<file path="config.mk">
export PLATFORM = sky130hd
export DESIGN_NAME = tcp_timer_expiry_handler
export DESIGN_NICKNAME = d
export VERILOG_FILES = /design/src/sv/tte_pkg.sv /design/src/sv/tcp_timer_expiry_handler.sv
export SDC_FILE = /design/constraint.sdc
export NUM_CORES = 2
export LEC_CHECK = 0
export BUFFER_PORTS_ARGS = -buffer_cell sky130_fd_sc_hd__buf_2
export CAP_MARGIN = 0
export CORE_UTILIZATION = 55
export CTS_CLUSTER_DIAMETER = 50
export DETAILED_ROUTE_END_ITERATION = 8
export PLACE_DENSITY = 0.74
export SYNTH_ARGS = -nofsm -noshare
export SYNTH_HDL_FRONTEND = slang
export SYNTH_SLANG_ARGS = --single-unit
</file>
<file path="constraint.sdc">
create_clock -name clock -period 69.9 [get_ports clock]
set_input_delay 13.98 -clock clock [delete_from_list [all_inputs] [get_ports clock]]
set_output_delay 13.98 -clock clock [all_outputs]
set_load 0.1 [all_outputs]
</file>
<file path="src/sv/tte_pkg.sv">
// Package with the types, codes and constants of the TCP timer expiry handler.
`timescale 1ns / 1ps
`default_nettype none
package tte_pkg;

   localparam int MAX_BACKOFF_SHIFT = 12;
   localparam int RTT_SCALE_SHIFT   = 3;
   localparam int MULT_LOG_CAP      = 6;
   localparam int LOSING_SHIFT      = MAX_BACKOFF_SHIFT / 4;

   localparam logic [1:0] OP_REXMT   = 2'd0;
   localparam logic [1:0] OP_PERSIST = 2'd1;
   localparam logic [1:0] OP_KEEP    = 2'd2;
   localparam logic [1:0] OP_2MSL    = 2'd3;

   localparam logic [2:0] ACT_REARM_2MSL = 3'd0;
   localparam logic [2:0] ACT_CLOSE      = 3'd1;
   localparam logic [2:0] ACT_DROP_TMO   = 3'd2;
   localparam logic [2:0] ACT_DROP_SOFT  = 3'd3;
   localparam logic [2:0] ACT_REXMT      = 3'd4;
   localparam logic [2:0] ACT_PERSIST    = 3'd5;
   localparam logic [2:0] ACT_KEEP_PROBE = 3'd6;
   localparam logic [2:0] ACT_KEEP_IDLE  = 3'd7;

   localparam logic [3:0] ST_ESTABLISHED = 4'd4;
   localparam logic [3:0] ST_CLOSE_WAIT  = 4'd5;
   localparam logic [3:0] ST_TIME_WAIT   = 4'd10;

   localparam logic [2:0] CSR_KEEP_IDLE     = 3'd0;
   localparam logic [2:0] CSR_KEEP_INTERVAL = 3'd1;
   localparam logic [2:0] CSR_KEEP_COUNT    = 3'd2;
   localparam logic [2:0] CSR_MAX_PERSIST   = 3'd3;
   localparam logic [2:0] CSR_MAX_RTO       = 3'd4;

   function automatic int backoff_total_f();
      int s;
      s = 0;
      for (int i = 0; i <= MAX_BACKOFF_SHIFT; i++) begin
         s = s + ((i < MULT_LOG_CAP) ? (1 << i) : (1 << MULT_LOG_CAP));
      end
      return s;
   endfunction

   localparam int BACKOFF_TOTAL = backoff_total_f();
   localparam int DIV_STEP      = 4;
   localparam int DIV_STAGES    = 8;
   localparam int W2_W          = 29;
   localparam int W2_PAD        = DIV_STEP * DIV_STAGES;

   typedef struct packed {
      logic [1:0]  op;
      logic [3:0]  st;
      logic [15:0] idle;
      logic [3:0]  shift;
      logic [15:0] srtt;
      logic [15:0] rttvar;
      logic [15:0] rmin;
      logic [29:0] cwnd;
      logic [15:0] mss;
      logic        keepon;
      logic        soft_err;
      logic [16:0] base;
      logic [26:0] pbase;
      logic [23:0] maxidle;
      logic [W2_W-1:0] w2;
   } pre_type;

   typedef struct packed {
      logic [2:0]  action;
      logic [15:0] timer;
      logic [3:0]  nshift;
      logic [15:0] nrto;
      logic [15:0] nsrtt;
      logic [15:0] nvar;
      logic [29:0] ncwnd;
      logic        losing;
      logic        rx;
      logic [W2_W-1:0] w2;
      logic [15:0] mss;
      logic [15:0] rem;
   } res_type;

endpackage
`default_nettype wire

</file>
<file path="src/sv/tcp_timer_expiry_handler.sv">
// TCP timer expiry handler: decision pipeline with a staged remainder unit.
// Throughput: one transaction per cycle while the response side is not stalled;
// the eight remainder stages of the half-window by segment size division set the depth.
// Reset clears all valid bits and loads the configuration registers with their
// defaults; no clearing pass is needed.
`timescale 1ns / 1ps
`default_nettype none
module tcp_timer_expiry_handler import tte_pkg::*; (
   input  wire          clock,
   input  wire          reset,
   input  wire          req_tvalid,
   output logic         req_tready,
   // operation
   input  wire  [1:0]   req_tuser,
   // conn_state, idle_ticks, backoff_shift, smoothed_rtt, rtt_variance, min_rto,
   // send_window, congestion_window, max_segment, keepalive_on, soft_error_set
   input  wire  [151:0] req_tdata,
   output logic         rsp_tvalid,
   input  wire          rsp_tready,
   // action
   output logic [2:0]   rsp_tuser,
   // timer_value, new_backoff_shift, new_rto, new_srtt, new_rttvar, new_cwnd,
   // new_ssthresh, losing
   output logic [135:0] rsp_tdata,
   input  wire          csr_valid,
   output logic         csr_ready,
   input  wire  [2:0]   csr_index,
   input  wire  [15:0]  csr_wdata
);

   logic [15:0] keep_idle_ff, keep_interval_ff, max_persist_ff, max_rto_ff;
   logic [7:0]  keep_count_ff;

   assign csr_ready = 1'b1;

   always_ff @(posedge clock) begin
      if (reset) begin
         keep_idle_ff     <= 16'd14400;
         keep_interval_ff <= 16'd150;
         keep_count_ff    <= 8'd8;
         max_persist_ff   <= 16'd14400;
         max_rto_ff       <= 16'd128;
      end else if (csr_valid) begin
         case (csr_index)
            CSR_KEEP_IDLE:     keep_idle_ff     <= csr_wdata;
            CSR_KEEP_INTERVAL: keep_interval_ff <= csr_wdata;
            CSR_KEEP_COUNT:    keep_count_ff    <= csr_wdata[7:0];
            CSR_MAX_PERSIST:   max_persist_ff   <= csr_wdata;
            CSR_MAX_RTO:       max_rto_ff       <= csr_wdata;
            default: ;
         endcase
      end
   end

   logic en;
   logic out_v_ff;
   assign en         = !out_v_ff || rsp_tready;
   assign req_tready = en;

   // Stage 0: unpack, base terms and the probe limit product.
   pre_type pre_in, pre_ff;
   logic    pre_v_ff;
   logic [29:0] swnd_w, cwnd_w, wmin_w;

   always_comb begin
      swnd_w          = req_tdata[101:72];
      cwnd_w          = req_tdata[131:102];
      wmin_w          = (swnd_w < cwnd_w) ? swnd_w : cwnd_w;
      pre_in.op       = req_tuser;
      pre_in.st       = req_tdata[3:0];
      pre_in.idle     = req_tdata[19:4];
      pre_in.shift    = req_tdata[23:20];
      pre_in.srtt     = req_tdata[39:24];
      pre_in.rttvar   = req_tdata[55:40];
      pre_in.rmin     = req_tdata[71:56];
      pre_in.cwnd     = cwnd_w;
      pre_in.mss      = req_tdata[147:132];
      pre_in.keepon   = req_tdata[148];
      pre_in.soft_err = req_tdata[149];
      pre_in.base     = 17'(req_tdata[39:24] >> RTT_SCALE_SHIFT) + {1'b0, req_tdata[55:40]};
      pre_in.pbase    = 27'(pre_in.base) * 27'(BACKOFF_TOTAL);
      pre_in.maxidle  = {16'd0, keep_count_ff} * {8'd0, keep_interval_ff};
      pre_in.w2       = wmin_w[29:1];
   end

   always_ff @(posedge clock) begin
      if (reset) begin
         pre_v_ff <= 1'b0;
      end else if (en) begin
         pre_v_ff <= req_tvalid;
      end
   end

   always_ff @(posedge clock) begin
      if (en) begin
         pre_ff <= pre_in;
      end
   end

   // Stage 1: timer decisions.
   res_type dec_in;
   logic [4:0]  s1_w;
   logic [2:0]  mlog_w;
   logic [22:0] rexmt_w;
   logic [16:0] var_sum_w;
   logic [24:0] keep_lim_w;

   always_comb begin
      s1_w       = {1'b0, pre_ff.shift} + 5'd1;
      mlog_w     = (s1_w < 5'(MULT_LOG_CAP)) ? s1_w[2:0] : 3'(MULT_LOG_CAP);
      rexmt_w    = 23'(pre_ff.base) << mlog_w;
      var_sum_w  = {1'b0, pre_ff.rttvar} + 17'(pre_ff.srtt >> RTT_SCALE_SHIFT);
      keep_lim_w = {9'd0, keep_idle_ff} + {1'b0, pre_ff.maxidle};
      dec_in.action = ACT_REARM_2MSL;
      dec_in.timer  = 16'd0;
      dec_in.nshift = pre_ff.shift;
      dec_in.nrto   = 16'd0;
      dec_in.nsrtt  = pre_ff.srtt;
      dec_in.nvar   = pre_ff.rttvar;
      dec_in.ncwnd  = pre_ff.cwnd;
      dec_in.losing = 1'b0;
      dec_in.rx     = 1'b0;
      dec_in.w2     = pre_ff.w2;
      dec_in.mss    = pre_ff.mss;
      dec_in.rem    = 16'd0;
      case (pre_ff.op)
         OP_REXMT: begin
            if (s1_w > 5'(MAX_BACKOFF_SHIFT)) begin
               dec_in.nshift = 4'(MAX_BACKOFF_SHIFT);
               dec_in.action = pre_ff.soft_err ? ACT_DROP_SOFT : ACT_DROP_TMO;
            end else begin
               if (rexmt_w < 23'(pre_ff.rmin)) begin
                  dec_in.nrto = pre_ff.rmin;
               end else if (rexmt_w > 23'(max_rto_ff)) begin
                  dec_in.nrto = max_rto_ff;
               end else begin
                  dec_in.nrto = rexmt_w[15:0];
               end
               dec_in.timer  = dec_in.nrto;
               dec_in.nshift = s1_w[3:0];
               dec_in.action = ACT_REXMT;
               dec_in.rx     = 1'b1;
               dec_in.ncwnd  = {14'd0, pre_ff.mss};
               if (s1_w > 5'(LOSING_SHIFT)) begin
                  dec_in.losing = 1'b1;
                  dec_in.nvar   = var_sum_w[16] ? 16'hFFFF : var_sum_w[15:0];
                  dec_in.nsrtt  = 16'd0;
               end
            end
         end
         OP_PERSIST: begin
            if (pre_ff.shift == 4'(MAX_BACKOFF_SHIFT) &&
                (pre_ff.idle >= max_persist_ff || 27'(pre_ff.idle) >= pre_ff.pbase)) begin
               dec_in.action = ACT_DROP_TMO;
            end else begin
               dec_in.action = ACT_PERSIST;
            end
         end
         OP_KEEP: begin
            if (pre_ff.st < ST_ESTABLISHED) begin
               dec_in.action = ACT_DROP_TMO;
            end else if (pre_ff.keepon && pre_ff.st <= ST_CLOSE_WAIT) begin
               if (25'(pre_ff.idle) >= keep_lim_w) begin
                  dec_in.action = ACT_DROP_TMO;
               end else begin
                  dec_in.action = ACT_KEEP_PROBE;
                  dec_in.timer  = keep_interval_ff;
               end
            end else begin
               dec_in.action = ACT_KEEP_IDLE;
               dec_in.timer  = keep_idle_ff;
            end
         end
         default: begin
            if (pre_ff.st != ST_TIME_WAIT && 24'(pre_ff.idle) <= pre_ff.maxidle) begin
               dec_in.action = ACT_REARM_2MSL;
               dec_in.timer  = keep_interval_ff;
            end else begin
               dec_in.action = ACT_CLOSE;
            end
         end
      endcase
   end

   // Stages 2 to 9: remainder of the half window by the segment size.
   res_type div_ff [DIV_STAGES+1];
   logic    div_v_ff [DIV_STAGES+1];

   function automatic logic [15:0] rem_step(input logic [15:0] r,
                                             input logic [DIV_STEP-1:0] b,
                                             input logic [15:0] d);
      logic [16:0] t;
      logic [15:0] c;
      c = r;
      for (int i = DIV_STEP - 1; i >= 0; i--) begin
         t = {c, b[i]};
         if (t >= {1'b0, d}) begin
            t = t - {1'b0, d};
         end
         c = t[15:0];
      end
      return c;
   endfunction

   always_ff @(posedge clock) begin
      if (reset) begin
         div_v_ff[0] <= 1'b0;
      end else if (en) begin
         div_v_ff[0] <= pre_v_ff;
      end
   end

   always_ff @(posedge clock) begin
      if (en) begin
         div_ff[0] <= dec_in;
      end
   end

   for (genvar k = 0; k < DIV_STAGES; k++) begin : g_div
      logic [W2_PAD-1:0] wpad_w;
      res_type           nxt_in;
      always_comb begin
         wpad_w     = W2_PAD'(div_ff[k].w2);
         nxt_in     = div_ff[k];
         nxt_in.rem = rem_step(div_ff[k].rem,
                               wpad_w[W2_PAD-1-DIV_STEP*k -: DIV_STEP], div_ff[k].mss);
      end
      always_ff @(posedge clock) begin
         if (reset) begin
            div_v_ff[k+1] <= 1'b0;
         end else if (en) begin
            div_v_ff[k+1] <= div_v_ff[k];
         end
      end
      always_ff @(posedge clock) begin
         if (en) begin
            div_ff[k+1] <= nxt_in;
         end
      end
   end

   // Stage 10: slow start threshold and output register.
   res_type     fin_w;
   logic [16:0] two_mss_w;
   logic [29:0] ssth_in, ssth_ff;
   res_type     out_ff;

   always_comb begin
      fin_w     = div_ff[DIV_STAGES];
      two_mss_w = {fin_w.mss, 1'b0};
      if (!fin_w.rx || fin_w.mss == 16'd0) begin
         ssth_in = 30'd0;
      end else if (fin_w.w2 < 29'(two_mss_w)) begin
         ssth_in = 30'(two_mss_w);
      end else begin
         ssth_in = 30'(fin_w.w2 - 29'(fin_w.rem));
      end
   end

   always_ff @(posedge clock) begin
      if (reset) begin
         out_v_ff <= 1'b0;
      end else if (en) begin
         out_v_ff <= div_v_ff[DIV_STAGES];
      end
   end

   always_ff @(posedge clock) begin
      if (en) begin
         out_ff  <= fin_w;
         ssth_ff <= ssth_in;
      end
   end

   assign rsp_tvalid = out_v_ff;
   assign rsp_tuser  = out_ff.action;
   assign rsp_tdata  = {7'd0, out_ff.losing, ssth_ff, out_ff.ncwnd, out_ff.nvar,
                        out_ff.nsrtt, out_ff.nrto, out_ff.nshift, out_ff.timer};

`ifndef SYNTH
   a_rexmt_timer: assert property (@(posedge clock) disable iff (reset)
      rsp_tvalid && rsp_tuser == ACT_REXMT |-> rsp_tdata[15:0] == rsp_tdata[35:20])
      else $error("retransmit timer differs from new rto");
   a_side_fields: assert property (@(posedge clock) disable iff (reset)
      rsp_tvalid && rsp_tuser != ACT_REXMT |-> rsp_tdata[128:98] == 31'd0
      && rsp_tdata[35:20] == 16'd0)
      else $error("retransmit-only fields set on another action");
   a_shift_range: assert property (@(posedge clock) disable iff (reset)
      rsp_tvalid && rsp_tuser == ACT_REXMT |-> rsp_tdata[19:16] <= 4'(MAX_BACKOFF_SHIFT))
      else $error("backoff exponent beyond maximum");
   a_reset_empty: assert property (@(posedge clock)
      $past(reset) |-> !rsp_tvalid)
      else $error("response valid right after reset");
`endif

endmodule
`default_nettype wire

</file>
==> results.ini <==
[run_status]
status=finished, final reports clean

[sta]
finalCritPeriodShare_pct=42.0
fmax_ghz=0.0340
rsz0062_at_grt=false
relSlewSlack_pct=14.7
hold_viol_final=0
maxSlewViolCount=0
setup_viol_count_final=0
finClkSkew_ns=0.0679
finalCriticalPeriod_ns=29.37
setup_tns_ns=0
tightestPinTransition_ns=1.28

[cts]
clk_latency_ns=0.86
clock-root-buffer=clkbuf_16
h-tree-depth=4
post_cts_resized=0
cts_buffer_depth=3
clock_sinks=1892
postCtsHoldBufs=0
cts_tree=built
cts_setup_buffers=0
cts_buffers=195
path_clk_slew_ns=0.06

[critical_path]
crit_required_ns=55.92
path_class=primary input to primary output
crit_chain=buf_2 -> nor2b_1 -> inv_8 -> buf_2
crit_start=rsp_tready
arrival_ns=15.39
regToRegEndpoint=div_ff[0][1162]$_DFFE_PN_
endpoint_kind=primary output
reg2reg_from=div_ff[0][1001]$_DFFE_PN_
critPathTopFamily=buffers and inverters
cp_slowest_cell=nor2b_1
crit_fanout=68
reg2reg_depth=43
start_kind=primary input
regToRegSetupSlack_ns=56.15
cp_num_buf_inv=3
cpPeakStageDelay_ns=0.49
cpMostUsedCell=buf_2

[synthesis]
synth-warning-count=0
synth_top_cell_by_area=edfxtp_1
synth_area_mm2=0.102
synthCells=8395
synth_top_flop_cell=edfxtp_1
ys_ff_latch=1892
ys_types=100
synth_area_leaders=edfxtp_1 (53%), ha_1 (9.6%), fa_1 (3.8%)
syn_area_per_cell_um2=12.2
synth_top_area_share_pct=53.4
synth_edf_count=1818
seq_area_frac_synth_pct=54.9
yosysMostFrequentCell=edfxtp_1
synthTopCellsByCount=edfxtp_1 (1818), ha_1 (785), inv_1 (694)
synthArstFlopShare_pct=0

[flow_run]
cap_violations=0

[global_route]
grt-ovfl-total=0
grt_pass1_wl_um=352000
grt_util_all_layers_pct=23.9
first_global_vias=65000
grt_max_degree=196
antenna_found_initial=4

[detailed_routing]
wl_um=227000
drc_errors=0
vias=66400
postRouteAntennaNets=0
drt_pass1_iterations=6
viasPerCell=5.81
wl_per_cell_um=19.8
drtIter0Drc=5092

[floorplanning]
die_x_um=433
rows=157
start_util_pct=55.6
fp.dieH_um=433
io_pins=320
core-area_mm2=0.184
die_area_mm2=0.188

[min_path]
min_delay_path_depth=0
min_to=div_ff[0][799]$_DFFE_PN_
hold_class=flop to flop
min_from=div_ff[0][635]$_DFFE_PN_

[finish]
drive_gt1_share_pct=10.8
fin_nets=9943
area_delta_synth_final_pct=10.9

[place]
gp_congestion=0.961
dp_hpwl_um=167000
port_buffers=309

-- layer usage --
| metal | part of all wire (%) | vias up | GRT usage, % |
|---|---|---|---|
| met2 | 49 | 1941 | 41.3 |
| met3 | 4.9 | 434 | 3.04 |
| met1 | 42 | 32300 | 31.0 |
| li1 | - | 31700 | - |
| met5 | 0 | - | 0 |
| met4 | 3.2 | 0 | 8.30 |
-- metrics by stage --
step                worst slack, ns  instances  hold slack (ns)  utilization [%]  instance area [µm²]
finish                        40.53      11400            0.364             61.7               113000
global route                  40.43      11400            0.362             61.7               113000
CTS                           40.54      11400            0.354             61.7               113000
detailed placement            40.53      11100            0.405             58.0               107000
global placement              40.58      11100            0.400             58.0               107000
floorplan                      6.50       8401            0.400                -               102000
-- worst max-delay path by stage --
stage,end,slack [ns],cells past startpoint
after global routing,req_tready,40.43,4
after floorplan,req_tready,6.50,2
after global placement,req_tready,40.58,4
final,req_tready,40.53,4
after detailed placement,req_tready,40.53,4
after CTS,req_tready,40.54,4
-- area by class of cell --
class	instances	area, µm²
Fill cell	14000	70500
Sequential cell	1892	56100
Multi-Input combinational cell	5645	42900
Clock buffer	226	5030
Tap cell	2464	3080
Inverter	696	2620
Timing Repair Buffer	357	1940
Clock inverter	138	1770
Antenna cell	3	7.51
-- registers in the layout (all words and copies together), names as in the netlist --
| name | count |
|---|---|
| pre_v_ff | 1 |
| keep_count_ff | 8 |
| dec_in | 45 |
| rsp_tuser | 3 |
| div_ff | 1460 |
| keep_interval_ff | 16 |
| ssth_ff | 30 |
| pre_ff | 172 |
| keep_idle_ff | 16 |
| max_persist_ff | 16 |
| rsp_tdata | 99 |
| rsp_tvalid | 1 |
| max_rto_ff | 16 |
| div_v_ff | 9 |
-- logic make-up (layout without fill, tap and decap cells) --
kind of cell / count (synthesis) / in the layout / share of synthesized area (%)
simple gates: 2020 / 2020 / 9.48
flops: 1892 / 1892 / 54.9
compound gates: 1879 / 1879 / 11.8
fa+ha+maj: 978 / 978 / 13.4
buf+inv: 864 / 1417 / 3.25
xor+xnor: 451 / 451 / 3.86
mux: 309 / 309 / 3.33
other cells: 2 / 11 / 0.00735
-- layout by cell type, fill, tap and decap left out, types with 53 or more instances in the layout --
cell and instances:
a211oi_1 58, a21o_1 218, a21oi_1 557, a221o_1 60, a31oi_1 67, and2_1 146, buf_2 309, clkbuf_16 196
dfxtp_1 74, edfxtp_1 1818, fa_1 193, ha_1 785, inv_1 693, mux2_2 208, mux2i_1 91, nand2_1 681
nand2b_1 90, nand3_1 108, nand4_1 89, nor2_1 447, nor2b_1 93, nor3_1 109, o21a_1 74, o21ai_0 420
o21bai_1 53, or3_1 55, xnor2_1 285, xor2_1 166
Power is not shown: default switching activity piles up to over one toggle a cycle in this logic, so the estimate is an artifact.
